$ cat config.mk
export PLATFORM = sky130hd
export DESIGN_NAME = flash_byte_program_sequencer_top
export DESIGN_NICKNAME = d
export VERILOG_FILES = /design/src/rtl/fbps_pkg.sv /design/src/rtl/fbps_front.sv /design/src/rtl/fbps_fifo.sv /design/src/rtl/fbps_back.sv /design/src/rtl/flash_byte_program_sequencer_top.sv
export SDC_FILE = /design/constraint.sdc
export NUM_CORES = 1
export LEC_CHECK = 0
export BUFFER_PORTS_ARGS = -buffer_cell sky130_fd_sc_hd__buf_4
export CELL_PAD_IN_SITES_DETAIL_PLACEMENT = 0
export CELL_PAD_IN_SITES_GLOBAL_PLACEMENT = 1
export CORE_MARGIN = 8
export CORE_UTILIZATION = 40
export CTS_BUF_LIST = sky130_fd_sc_hd__clkbuf_16
export DETAILED_ROUTE_END_ITERATION = 8
export PLACE_DENSITY = 0.81
export REMOVE_ABC_BUFFERS = 1
export SLEW_MARGIN = 20
export SYNTH_ARGS = -nofsm -noshare
export SYNTH_HDL_FRONTEND = slang
export SYNTH_SLANG_ARGS = --single-unit
$ cat constraint.sdc
create_clock -name aclk -period 6.4 [get_ports aclk]
set_input_delay 0.96 -clock aclk [delete_from_list [all_inputs] [get_ports aclk]]
set_output_delay 0.96 -clock aclk [all_outputs]
set_load 0.1 [all_outputs]
$ cat src/rtl/fbps_pkg.sv
`default_nettype none
package fbps_pkg;

    localparam logic [15:0] BANK_REG_ADDR = 16'h2100;

    localparam logic [2:0] KIND_WE_AUDIO = 3'd0;
    localparam logic [2:0] KIND_WE_WR    = 3'd1;
    localparam logic [2:0] KIND_BANK     = 3'd2;
    localparam logic [2:0] KIND_READ     = 3'd3;
    localparam logic [2:0] KIND_NONE     = 3'd4;

    localparam logic [1:0] ST_ISSUED     = 2'd0;
    localparam logic [1:0] ST_VERIFIED   = 2'd1;
    localparam logic [1:0] ST_REFUSED    = 2'd2;
    localparam logic [1:0] ST_UNEXPECTED = 2'd3;

    localparam logic       OP_PROGRAM    = 1'b0;
    localparam logic       OP_READ_BACK  = 1'b1;

    localparam logic [2:0] REG_UNLOCK_ADDR_FIRST  = 3'd0;
    localparam logic [2:0] REG_UNLOCK_DATA_FIRST  = 3'd1;
    localparam logic [2:0] REG_UNLOCK_ADDR_SECOND = 3'd2;
    localparam logic [2:0] REG_UNLOCK_DATA_SECOND = 3'd3;
    localparam logic [2:0] REG_UNLOCK_ADDR_THIRD  = 3'd4;
    localparam logic [2:0] REG_UNLOCK_DATA_THIRD  = 3'd5;
    localparam logic [2:0] REG_WE_ON_AUDIO_PIN    = 3'd6;
    localparam logic [2:0] REG_BANK_ONE_COMMANDS  = 3'd7;

    typedef struct packed {
        logic        opcode;
        logic [15:0] target_address;
        logic [7:0]  program_byte;
        logic [7:0]  current_bank;
        logic [7:0]  read_back;
    } in_beat_t;

    typedef struct packed {
        logic [2:0]  cycle_kind;
        logic [15:0] cycle_address;
        logic [7:0]  cycle_data;
        logic [1:0]  status;
        logic        last;
    } out_beat_t;

    // One classified job handed from the front to the back.
    typedef struct packed {
        logic        is_prog;
        logic [2:0]  kind;
        logic [15:0] addr;
        logic [7:0]  data;
        logic [7:0]  bank;
        logic [1:0]  status;
    } job_t;

    typedef struct packed {
        logic [15:0] addr_first;
        logic [7:0]  data_first;
        logic [15:0] addr_second;
        logic [7:0]  data_second;
        logic [15:0] addr_third;
        logic [7:0]  data_third;
        logic        we_on_audio;
        logic        bank_one;
    } cfg_t;

endpackage
`default_nettype wire

$ cat src/rtl/fbps_front.sv
`default_nettype none
module fbps_front
    import fbps_pkg::*;
(
    input  wire logic     aclk,
    input  wire logic     aresetn,
    input  wire logic     s_valid,
    output logic          s_ready,
    input  wire in_beat_t s_data,
    input  wire logic     q_full,
    output logic          q_push,
    output job_t          q_job
);

    logic        polling_reg, polling_next;
    logic [15:0] pend_addr_reg, pend_addr_next;
    logic [7:0]  pend_byte_reg, pend_byte_next;

    assign s_ready = !q_full;
    assign q_push  = s_valid && !q_full;

    always_comb begin
        polling_next   = polling_reg;
        pend_addr_next = pend_addr_reg;
        pend_byte_next = pend_byte_reg;
        q_job          = '0;
        q_job.kind     = KIND_NONE;
        if (s_data.opcode == OP_PROGRAM) begin
            if (polling_reg) begin
                q_job.status = ST_REFUSED;
            end else begin
                q_job.is_prog  = 1'b1;
                q_job.addr     = s_data.target_address;
                q_job.data     = s_data.program_byte;
                q_job.bank     = s_data.current_bank;
                q_job.status   = ST_ISSUED;
                polling_next   = 1'b1;
                pend_addr_next = s_data.target_address;
                pend_byte_next = s_data.program_byte;
            end
        end else begin
            if (!polling_reg) begin
                q_job.status = ST_UNEXPECTED;
            end else if (s_data.read_back == pend_byte_reg) begin
                q_job.addr   = pend_addr_reg;
                q_job.status = ST_VERIFIED;
                polling_next = 1'b0;
            end else begin
                q_job.kind   = KIND_READ;
                q_job.addr   = pend_addr_reg;
                q_job.status = ST_ISSUED;
            end
        end
    end

    always_ff @(posedge aclk) begin
        if (!aresetn) begin
            polling_reg   <= 1'b0;
            pend_addr_reg <= '0;
            pend_byte_reg <= '0;
        end else if (q_push) begin
            polling_reg   <= polling_next;
            pend_addr_reg <= pend_addr_next;
            pend_byte_reg <= pend_byte_next;
        end
    end

endmodule
`default_nettype wire

$ cat src/rtl/fbps_fifo.sv
`default_nettype none
module fbps_fifo
    import fbps_pkg::*;
#(
    parameter int DEPTH = 2
) (
    input  wire logic aclk,
    input  wire logic aresetn,
    input  wire logic push,
    input  wire job_t push_job,
    input  wire logic pop,
    output job_t      head_job,
    output logic      empty,
    output logic      full
);

    localparam int PTR_W = (DEPTH > 1) ? $clog2(DEPTH) : 1;
    localparam int CNT_W = $clog2(DEPTH + 1);
    localparam logic [PTR_W-1:0] PTR_LAST = PTR_W'(DEPTH - 1);
    localparam logic [CNT_W-1:0] CNT_FULL = CNT_W'(DEPTH);

    job_t             slot_reg [DEPTH];
    logic [PTR_W-1:0] wr_ptr_reg, rd_ptr_reg;
    logic [CNT_W-1:0] count_reg;

    assign empty    = (count_reg == '0);
    assign full     = (count_reg == CNT_FULL);
    assign head_job = slot_reg[rd_ptr_reg];

    always_ff @(posedge aclk) begin
        if (push) begin
            slot_reg[wr_ptr_reg] <= push_job;
        end
    end

    always_ff @(posedge aclk) begin
        if (!aresetn) begin
            wr_ptr_reg <= '0;
            rd_ptr_reg <= '0;
            count_reg  <= '0;
        end else begin
            if (push) begin
                wr_ptr_reg <= (wr_ptr_reg == PTR_LAST) ? '0 : wr_ptr_reg + 1'b1;
            end
            if (pop) begin
                rd_ptr_reg <= (rd_ptr_reg == PTR_LAST) ? '0 : rd_ptr_reg + 1'b1;
            end
            if (push && !pop) begin
                count_reg <= count_reg + 1'b1;
            end else if (pop && !push) begin
                count_reg <= count_reg - 1'b1;
            end
        end
    end

    a_no_overflow: assert property (@(posedge aclk) disable iff (!aresetn)
        !(push && full)) else $error("queue overflow");
    a_no_underflow: assert property (@(posedge aclk) disable iff (!aresetn)
        !(pop && empty)) else $error("queue underflow");
    a_count_range: assert property (@(posedge aclk) disable iff (!aresetn)
        count_reg <= CNT_FULL) else $error("queue count out of range");

endmodule
`default_nettype wire

$ cat src/rtl/fbps_back.sv
`default_nettype none
module fbps_back
    import fbps_pkg::*;
(
    input  wire logic aclk,
    input  wire logic aresetn,
    input  wire cfg_t cfg,
    input  wire job_t head_job,
    input  wire logic q_empty,
    output logic      q_pop,
    output logic      m_valid,
    input  wire logic m_ready,
    output out_beat_t m_data
);

    localparam logic [2:0] STEP_BANK_SEL = 3'd0;
    localparam logic [2:0] STEP_UNLOCK1  = 3'd1;
    localparam logic [2:0] STEP_UNLOCK2  = 3'd2;
    localparam logic [2:0] STEP_UNLOCK3  = 3'd3;
    localparam logic [2:0] STEP_BANK_RST = 3'd4;
    localparam logic [2:0] STEP_DATA     = 3'd5;
    localparam logic [2:0] STEP_READ     = 3'd6;

    logic       busy_reg;
    logic [2:0] step_reg;
    job_t       cur_reg;
    logic       m_valid_reg;
    out_beat_t  out_reg;

    job_t       src;
    logic [2:0] step, step_after;
    logic [2:0] wk;
    logic       adv, have, fire, is_last;
    out_beat_t  beat;

    assign m_valid = m_valid_reg;
    assign m_data  = out_reg;

    always_comb begin
        src        = busy_reg ? cur_reg : head_job;
        step       = busy_reg ? step_reg : (cfg.bank_one ? STEP_BANK_SEL : STEP_UNLOCK1);
        adv        = !m_valid_reg || m_ready;
        have       = busy_reg || !q_empty;
        fire       = adv && have;
        q_pop      = fire && !busy_reg;
        wk         = cfg.we_on_audio ? KIND_WE_AUDIO : KIND_WE_WR;
        is_last    = !src.is_prog || (step == STEP_READ);
        // skip the bank restore when bank-1 framing is off
        step_after = (step == STEP_UNLOCK3 && !cfg.bank_one) ? STEP_DATA : step + 3'd1;

        beat        = '0;
        beat.last   = is_last;
        beat.status = ST_ISSUED;
        if (!src.is_prog) begin
            beat.cycle_kind    = src.kind;
            beat.cycle_address = src.addr;
            beat.status        = src.status;
        end else begin
            unique case (step)
                STEP_BANK_SEL: begin
                    beat.cycle_kind    = KIND_BANK;
                    beat.cycle_address = BANK_REG_ADDR;
                    beat.cycle_data    = 8'd1;
                end
                STEP_UNLOCK1: begin
                    beat.cycle_kind    = wk;
                    beat.cycle_address = cfg.addr_first;
                    beat.cycle_data    = cfg.data_first;
                end
                STEP_UNLOCK2: begin
                    beat.cycle_kind    = wk;
                    beat.cycle_address = cfg.addr_second;
                    beat.cycle_data    = cfg.data_second;
                end
                STEP_UNLOCK3: begin
                    beat.cycle_kind    = wk;
                    beat.cycle_address = cfg.addr_third;
                    beat.cycle_data    = cfg.data_third;
                end
                STEP_BANK_RST: begin
                    beat.cycle_kind    = KIND_BANK;
                    beat.cycle_address = BANK_REG_ADDR;
                    beat.cycle_data    = src.bank;
                end
                STEP_DATA: begin
                    beat.cycle_kind    = wk;
                    beat.cycle_address = src.addr;
                    beat.cycle_data    = src.data;
                end
                STEP_READ: begin
                    beat.cycle_kind    = KIND_READ;
                    beat.cycle_address = src.addr;
                end
                default: begin
                    beat.cycle_kind = KIND_NONE;
                end
            endcase
        end
    end

    always_ff @(posedge aclk) begin
        if (fire) begin
            out_reg  <= beat;
            cur_reg  <= src;
            step_reg <= step_after;
        end
    end

    always_ff @(posedge aclk) begin
        if (!aresetn) begin
            busy_reg    <= 1'b0;
            m_valid_reg <= 1'b0;
        end else if (fire) begin
            busy_reg    <= !is_last;
            m_valid_reg <= 1'b1;
        end else if (adv) begin
            m_valid_reg <= 1'b0;
        end
    end

    a_busy_prog: assert property (@(posedge aclk) disable iff (!aresetn)
        busy_reg |-> cur_reg.is_prog) else $error("busy on a single-beat job");
    a_step_range: assert property (@(posedge aclk) disable iff (!aresetn)
        busy_reg |-> (step_reg != STEP_BANK_SEL && step_reg <= STEP_READ))
        else $error("step out of range");
    a_last_ends_job: assert property (@(posedge aclk) disable iff (!aresetn)
        (fire && is_last) |=> !busy_reg) else $error("job not closed on last beat");
    a_non_issued_last: assert property (@(posedge aclk) disable iff (!aresetn)
        (m_valid_reg && out_reg.status != ST_ISSUED) |-> out_reg.last)
        else $error("status beat without last");

endmodule
`default_nettype wire

$ cat src/rtl/flash_byte_program_sequencer_top.sv
// Flash byte-program sequencer.
// Input channel (s_valid/s_ready/s_data) takes one beat per request: a program
// request (address, byte, current bank) or a read-back byte seen while polling.
// Output channel (m_valid/m_ready/m_data) carries one beat per bus cycle, with
// last set on the final beat caused by an input beat.
// A program request while idle yields 5 beats (7 with bank-1 framing): three
// unlock writes, the data write and a first read; polling then begins. Each
// read-back yields one beat: another read, a verified report, or an error beat.
// The front classifies input beats and tracks polling state; a queue of
// QUEUE_DEPTH jobs feeds the back, which emits one beat per cycle from its
// output register while the receiver accepts and a job is waiting. Each input
// beat is queued first; the back then registers its beats for the output.
// When the receiver stalls, the output register holds, the back holds its step,
// and the input stays ready until the queue fills.
// Reset (aresetn low, synchronous) clears configuration, polling state, the queue
// and the output valid. Configuration writes (cfg_wr_en/cfg_index/cfg_wr_data)
// take effect at the clock edge and belong in idle periods only.
`default_nettype none
module flash_byte_program_sequencer_top
    import fbps_pkg::*;
#(
    parameter int QUEUE_DEPTH = 2
) (
    input  wire logic        aclk,
    input  wire logic        aresetn,
    input  wire logic        s_valid,
    output logic             s_ready,
    input  wire in_beat_t    s_data,
    output logic             m_valid,
    input  wire logic        m_ready,
    output out_beat_t        m_data,
    input  wire logic        cfg_wr_en,
    input  wire logic [2:0]  cfg_index,
    input  wire logic [15:0] cfg_wr_data
);

    cfg_t cfg_reg;
    logic q_full, q_empty, q_push, q_pop;
    job_t push_job, head_job;

    // Configuration registers: plain write port, no read-back.
    always_ff @(posedge aclk) begin
        if (!aresetn) begin
            cfg_reg <= '0;
        end else if (cfg_wr_en) begin
            unique case (cfg_index)
                REG_UNLOCK_ADDR_FIRST:  cfg_reg.addr_first  <= cfg_wr_data;
                REG_UNLOCK_DATA_FIRST:  cfg_reg.data_first  <= cfg_wr_data[7:0];
                REG_UNLOCK_ADDR_SECOND: cfg_reg.addr_second <= cfg_wr_data;
                REG_UNLOCK_DATA_SECOND: cfg_reg.data_second <= cfg_wr_data[7:0];
                REG_UNLOCK_ADDR_THIRD:  cfg_reg.addr_third  <= cfg_wr_data;
                REG_UNLOCK_DATA_THIRD:  cfg_reg.data_third  <= cfg_wr_data[7:0];
                REG_WE_ON_AUDIO_PIN:    cfg_reg.we_on_audio <= cfg_wr_data[0];
                REG_BANK_ONE_COMMANDS:  cfg_reg.bank_one    <= cfg_wr_data[0];
                default: ;
            endcase
        end
    end

    // Front: accept and classify, track polling and the pending byte.
    fbps_front u_front (
        .aclk    (aclk),
        .aresetn (aresetn),
        .s_valid (s_valid),
        .s_ready (s_ready),
        .s_data  (s_data),
        .q_full  (q_full),
        .q_push  (q_push),
        .q_job   (push_job)
    );

    // Job queue between front and back.
    fbps_fifo #(
        .DEPTH (QUEUE_DEPTH)
    ) u_fifo (
        .aclk     (aclk),
        .aresetn  (aresetn),
        .push     (q_push),
        .push_job (push_job),
        .pop      (q_pop),
        .head_job (head_job),
        .empty    (q_empty),
        .full     (q_full)
    );

    // Back: expand each job into bus-cycle beats.
    fbps_back u_back (
        .aclk     (aclk),
        .aresetn  (aresetn),
        .cfg      (cfg_reg),
        .head_job (head_job),
        .q_empty  (q_empty),
        .q_pop    (q_pop),
        .m_valid  (m_valid),
        .m_ready  (m_ready),
        .m_data   (m_data)
    );

endmodule
`default_nettype wire
Yosys cells after proc, flatten, opt, wreduce, memory -nomap -nowiden
Memories as Yosys holds them, arrays and structs flattened. A register that Yosys moved wholly into a read port is not among the register bits.
Index checks and enable logic that the tools add are counted.
- bits in registers: 176
- RAM bits: 76
- input bits: 65
- output and inout port bits: 32
- logic and storage cells: 119
- memories kept: 1
- memories (name ; words ; bits a word ; read ports ; clocked after memory_dff ; wr ports ; line ; text):
    u_fifo.slot_reg ; 2 ; 38 ; 1 ; 1 ; 1 ; fbps_fifo.sv:22 ; job_t slot_reg [DEPTH];
- add/sub/neg operators: 5
- equality and inequality tests: 15
- muxes and demuxes: 33
- bitwise operators: 2
- reductions and logical operators: 35
- operator list (kind ; number):
    $pmux W16 S5 ; 1
    $pmux W8 S6 ; 1
    $mux W19 ; 2
    $mux W38 ; 1
    $mux W16 ; 2
    $mux W32 ; 1
    $eq A3 B3 Y1 const B ; 7
    $mux W1 ; 16
    $reduce_and A2 Y1 ; 8
    $eq A3 B2 Y1 const B ; 4
    $mux W2 ; 5
    $logic_not A1 Y1 ; 9
    $mux W3 ; 3
    $pmux W3 S3 ; 1
    $eq A8 B8 Y1 ; 1
    $eq A3 B1 Y1 const B ; 2
    $logic_and A1 B1 Y1 ; 6
    $logic_not A3 Y1 ; 2
    $reduce_bool A2 Y1 ; 2
    $reduce_or A2 Y1 ; 2
    $reduce_or A4 Y1 ; 1
    $add A3 B1 Y3 const B ; 1
    $logic_or A1 B1 Y1 ; 3
    $reduce_and A3 Y1 ; 1
    other kinds (6) ; 8

Depth between registers and ports, before layout
Gate-level depths: netlist of run 1.
- depth after elaboration: 8
- mapped depth: 11

By module
From an unflattened synthesis of run 1, not the netlist that was laid out.
- cells, all modules: 860
- area, all modules: 10814.1 um2
- modules (own cells, without submodules) (module ; instances ; cells an instance ; area an instance (um2) ; sequential area each (um2)):
    fbps_back ; 1 ; 288 ; 3754.9 ; 2172.1
    fbps_fifo ; 1 ; 140 ; 2964.1 ; 2382.3
    flash_byte_program_sequencer_top ; 1 ; 265 ; 2743.9 ; 1481.4
    fbps_front ; 1 ; 167 ; 1351.3 ; 500.5

Worst setup path before layout of run 1
OpenSTA, ideal clock, no wires.
- kind: input to register
- from: in m_ready
- to: reg u_back.cur_reg[0] (netlist bit), enable pin
- setup time: 0.500 ns
- arrival: 4.016 ns
- data required time: 5.900 ns
- setup slack: 1.883 ns
- stages: 2
- path buffers: 0
- cell sequence: nor2b_1 > nor2_1
- word-level cells in the longest chain between the ends: 2
- ends and longest elaborated chain (element ; line ; text):
    start, declared ; flash_byte_program_sequencer_top.sv:30 ; input wire logic m_ready,
    $logic_or A1 B1 Y1 ; fbps_back.sv:42 ; adv = !m_valid_reg || m_ready;
    $logic_and A1 B1 Y1 ; fbps_back.sv:44 ; fire = adv && have;
    via u_back.fire ; fbps_back.sv:33 ; logic adv, have, fire, is_last;
    end signal, assigned ; fbps_back.sv:104 ; cur_reg <= src;
    end, declared ; fbps_back.sv:26 ; job_t cur_reg;
The timed path passes the listed nets, and every way through them passes these cells.
A chain may end at the register's enable or synchronous reset.

==> impl_metrics.yaml, run 1 <==
critical_path:
  worstPathArrival_ps: 3790
  start_kind: "register"
  worst-setup-path-type: "reg -> reg"
  critPathMaxFanout: 56
  crit_path_end_kind: "register"
  crit_required_ps: 6760
power_and_ir_drop:
  netSwitchingPower_uw: 2200
  ir_drop_mv: 0.193
  power_leakage_uw: 0.00441
  p_comb_share_pct: 32.9
  p_clk_share_pct: 25.5
  switching_share_pct: 38.3
  p_seq_share_pct: 41.6
  intPower_uw: 3540
  power_uw: 5730
  power.density_nw_per_um2: 460
sta:
  fin_crit_ps: 3430
  setup_viol: 0
  tightest_slew_ps: 1060
  rsz0062_at_grt: "false"
  hold_violations: 0
  worst_slack_ps: 2970
  slew_headroom_pct: 29.3
  skew_ps: 17.1
  drv_slew: 0
  setup_tns_ps: 0
  fin_crit_sh_pct: 53.5
  max_freq_mhz: 292
die:
  num_rows: 59
  fp.dieH_um: 179
  die_w_um: 179
  core-area_um2: 26100
  design.die.area_um2: 32200
  io_pins: 97
  initial_core_util_pct: 40.8
cells_and_area:
  final_cell_mix: "236 x nand2_1, 145 x edfxtp_1, 106 x buf_4"
  layout_commonest_cell: "nand2_1"
  fillers: 2410
  area_growth_pct: 16.9
  n_antenna_cell: 0
  final_net_count: 1108
  drive_gt1_share_pct: 15.6
grt:
  grt_pass1_vias: 7218
  grt_pass1_wl_mm: 41.0
  groute.usage.overall_pct: 16.3
  overflow: 0
  grt_max_degree: 107
  antenna_found_initial: 0
placement:
  pre_cts_ws_ps: 3020
  routabilityCongestion: 0.825
  hpwl_mm: 17.0
  portBuffers: 96
logic_synthesis:
  syn_area_um2: 10700
  synthCells: 959
  ys_seq_elements: 251
  ys_top_cells_by_area: "edfxtp_1 41%, dfxtp_1 20%, nand2_1 8.3%"
  yosysSeqAreaShare_pct: 60.7
  avgSynthCellArea_um2: 11.1
  synth_top_area_cell: "edfxtp_1"
  async_flop_share_pct: 0
  ys_warn_count: 0
  synth_cell_types: 47
  synth_enable_flop_cells: 145
  ys.flop_type: "edfxtp_1"
  synth.top_cell.area_share_pct: 40.8
detailed_routing:
  ant_nets: 0
  drt_iter0_markers: 627
  via_count: 7320
  drcViolationCount: 0
  vias_per_cell: 5.28
  wire_per_inst_um: 18.9
  drtPass1Iterations: 5
  wl_mm: 26.2
clock_network:
  numCtsBuffers: 25
  clockRootBuffer: "clkbuf_16"
  clock-sinks: 251
  clk_pin_slew_ps: 60
  h-tree-depth: 1
  cts_resized: 0
  post-cts-setup-buffers: 0
  clock_path_buffers: 3
  clock_latency_ps: 520
  cts_hold_buffers: 0
  tritoncts: "yes"
job:
  cap_violations: 0
hold_path:
  holdCritPathClass: "reg -> reg"
status:
  status: "completed"
==> worst paths after layout <==
check | from | end | slack [ps] | cells past startpoint
max | u_back.busy_reg | u_back.m_data[22] | 2970 | 7
min | cfg_reg[41] | cfg_reg[41] | 450 | 2
max reg2reg | u_back.busy_reg | u_back.m_data[22] | 2970 | 7
min reg2reg | cfg_reg[41] | cfg_reg[41] | 450 | 2
==> final cells by class <==
type	count	area [um2]	share of cell area, %
multi-input combinational	640	3880	31.2
inverter	10	37.5	0.301
clock buffer	25	626	5.02
sequential	251	6480	52.0
timing repair buffer	108	843	6.76
tap	335	419	3.36
clock inverter	18	179	1.44
==> power groups by stage <==
stage | registers, uW | clock network (uW) | logic, uW
finish | 2390 | 1460 | 1890
global route | 2420 | 1540 | 1990
CTS | 2390 | 1480 | 1860
detailed placement | 2420 | 0 | 1860
global placement | 2420 | 0 | 1830
floorplan | 3130 | 0 | 614
==> synthesized netlist by cell type, types with 3 or more instances <==
library cell and instances:
buf_6 3, a21boi_1 5, nor2b_1 9, nand3_1 13
buf_4 8, mux2_2 9, o21ai_0 49, a21oi_1 12
edfxtp_1 145, mux2i_1 38, ha_1 7, and3_1 3
dfxtp_1 106, and2_1 25, nand2b_1 19, a22o_1 44
buf_2 20, a21boi_0 94, xnor2_1 11, inv_1 9
a222oi_1 7, nor2_1 23, nand2_1 236, clkbuf_1 27
nand4_1 3
==> critical path, cell delays in order, from the launching register on <==
cell      delay, ps
dfxtp_2         630
buf_4           540
a21o_1          250
ha_1            520
a21boi_2        830
a22o_1          280
nor2_1           40
o21ai_0         140
==> per-stage QoR <==
| step | instances | hold slack (ps) | util (%) | instance area, um2 |
|---|---|---|---|---|
| CTS | 1385 | 455 | 47.5 | 12400 |
| floorplan | 901 | 435 | - | 10400 |
| detailed placement | 1342 | 447 | 44.4 | 11600 |
| finish | 1387 | 454 | 47.7 | 12500 |
| global placement | 1342 | 450 | 44.4 | 11600 |
| global route | 1387 | 485 | 47.7 | 12500 |
==> routing by layer <==
layer / track usage, % / wire (um)
met1: 22.8 / 12200
met2: 26.0 / 11800
met3: 2.65 / 1560
met4: 4.55 / 665
met5: 0 / 0
==> kinds of logic after synthesis <==
logic type / count (synthesis) / synth area share [%]
muxes: 48 / 4.62
AOI/OAI and AO/OA: 235 / 16.1
and+or+nand+nor: 338 / 13.7
adders and majority gates: 7 / 0.821
buffers and inverters: 68 / 3.12
DFF: 251 / 60.7
xor gates and xnor gates: 12 / 0.985
Note: power is estimated with default switching activity, not from simulation.
==> inputs of run 2 (changes only) <==
==> constraint.sdc (replaced) <==
create_clock -name aclk -period 3.4 [get_ports aclk]
set_input_delay 0.51 -clock aclk [delete_from_list [all_inputs] [get_ports aclk]]
set_output_delay 0.51 -clock aclk [all_outputs]
set_load 0.1 [all_outputs]
==> run 2 against run 1 <==
Critical path depth is 1 lower. Global-route usage down 0.83 points. Fmax grew 26%. Die area did not move. Largest cell class unchanged. Sequential share of layout area grew 0.058 points. Hold slack got worse by 200 ps. Power rose by 86%. Clock-buffer cell count grew 2. Highest routed layer unchanged. First-iteration DRC count decreased by 36%. Via count fell by 0.98%. Largest power group unchanged.
==> impl_metrics.yaml, run 2 (same netlist as run 1, synthesis figures left out) <==
grt:
  grt_max_degree: 107
  groute.usage.overall_pct: 15.5
  grt_pass1_wl_mm: 39.3
  antenna_found_initial: 0
  overflow: 0
  grt_pass1_vias: 7103
hold_path:
  holdCritPathClass: "in -> reg"
cells_and_area:
  final_net_count: 1114
  final_cell_mix: "236 x nand2_1, 145 x edfxtp_1, 113 x buf_4"
  layout_commonest_cell: "nand2_1"
  final_core_utilization_pct: 47.7
  drive_gt1_share_pct: 16.0
  n_antenna_cell: 0
  area_growth_pct: 16.7
power_and_ir_drop:
  ir_drop_mv: 0.425
  power_leakage_uw: 0.00443
  power.density_nw_per_um2: 855
die:
  initial_core_util_pct: 40.8
  num_rows: 59
  core-area_um2: 26100
  fp.dieH_um: 179
  die_w_um: 179
  design.die.area_um2: 32200
  io_pins: 97
detailed_routing:
  wl_mm: 25.1
  drt_iter0_markers: 401
  drcViolationCount: 0
  vias_per_cell: 5.19
  ant_nets: 0
  drtPass1Iterations: 5
  wire_per_inst_um: 18.0
  via_count: 7248
critical_path:
  r2r_start: "u_back.busy_reg"
  crit_required_ps: 3760
  crit_path_end_kind: "register"
  startpoint: "u_back.busy_reg"
  start_kind: "register"
  critPathCapture: "u_back.m_data[15]"
  critPathMaxFanout: 20
  reg2reg_to: "u_back.m_data[15]"
  worst-r2r-setup-slack_ps: 690
  reg2regPathDepth: 6
  worst-setup-path-type: "reg -> reg"
  worstPathArrival_ps: 3070
clock_network:
  post-cts-setup-buffers: 0
  tritoncts: "yes"
  cts_hold_buffers: 0
  clk_pin_slew_ps: 60
  numCtsBuffers: 26
  cts_resized: 0
  h-tree-depth: 1
  clock_latency_ps: 530
  clock_path_buffers: 3
  clock-sinks: 251
  clockRootBuffer: "clkbuf_16"
placement:
  routabilityCongestion: 0.809
  hpwl_mm: 16.5
  portBuffers: 96
job:
  cap_violations: 0
sta:
  rsz0062_at_grt: "false"
  setup_tns_ps: 0
  fin_crit_ps: 2710
  drv_slew: 0
  skew_ps: 7.32
  tightest_slew_ps: 964
  slew_headroom_pct: 35.7
  max_freq_mhz: 369
  setup_viol: 0
  hold_violations: 0
  fin_crit_sh_pct: 79.7
status:
  status: "completed"
## run 2: worst max-delay path, cell delays in order, from the launching register on
cell and delay (ps):
dfxtp_2 540, a21o_1 230, ha_1 500, a21boi_2 790, a22o_1 260, nor2_1 50
o21ai_0 170
## run 2: area by class of cell
type | instances | area (um2)
timing repair buffer | 113 | 848
multi-input combinational | 640 | 3880
sequential | 251 | 6480
inverter | 10 | 37.5
tap | 335 | 419
clock inverter | 21 | 118
clock buffer | 27 | 676
fill | 2445 | 13700
## run 2: per-stage QoR
step                      std cells  hold slack, ps  setup WS, ps  power [uW]  area (um2)
after floorplan                 901             435         -1860        7040       10400
after CTS                      1397             230           717       10700       12500
final                          1397             249           690       10600       12500
after detailed placement       1349             449           753        8070       11700
after global placement         1349             444           861        8020       11700
after global routing           1397             238           510       11100       12500
## run 2: power by group
group / total (uW) / switching (uW) / internal, uW
registers: 4480 / 321 / 4160
clock network: 2640 / 1140 / 1500
logic: 3520 / 2660 / 859
total: 10600 / 4120 / 6520
## run 2: layer usage
metal  track usage, %  share of wire [%]  wire length (um)  vias up
met2             25.1                 47             11700      211
li1                 -                  -                 -     3570
met1             21.4                 45             11400     3427
met5                0                  0                 0        -
met4             4.41                2.3               576        0
met3             2.27                5.8              1460       40
## run 2: worst min-delay path by stage
| stage | to | start | cells past startpoint | slack, ps |
|---|---|---|---|---|
| global route | u_front.pend_byte_reg[7] | s_data[23] | 3 | 240 |
| CTS | u_front.pend_byte_reg[0] | s_data[16] | 3 | 230 |
| global placement | cfg_reg[25] | cfg_reg[25] | 2 | 440 |
| finish | cfg_reg[71] | cfg_wr_data[13] | 3 | 250 |
| floorplan | cfg_reg[41] | cfg_reg[41] | 2 | 430 |
| detailed placement | cfg_reg[26] | cfg_reg[26] | 2 | 450 |
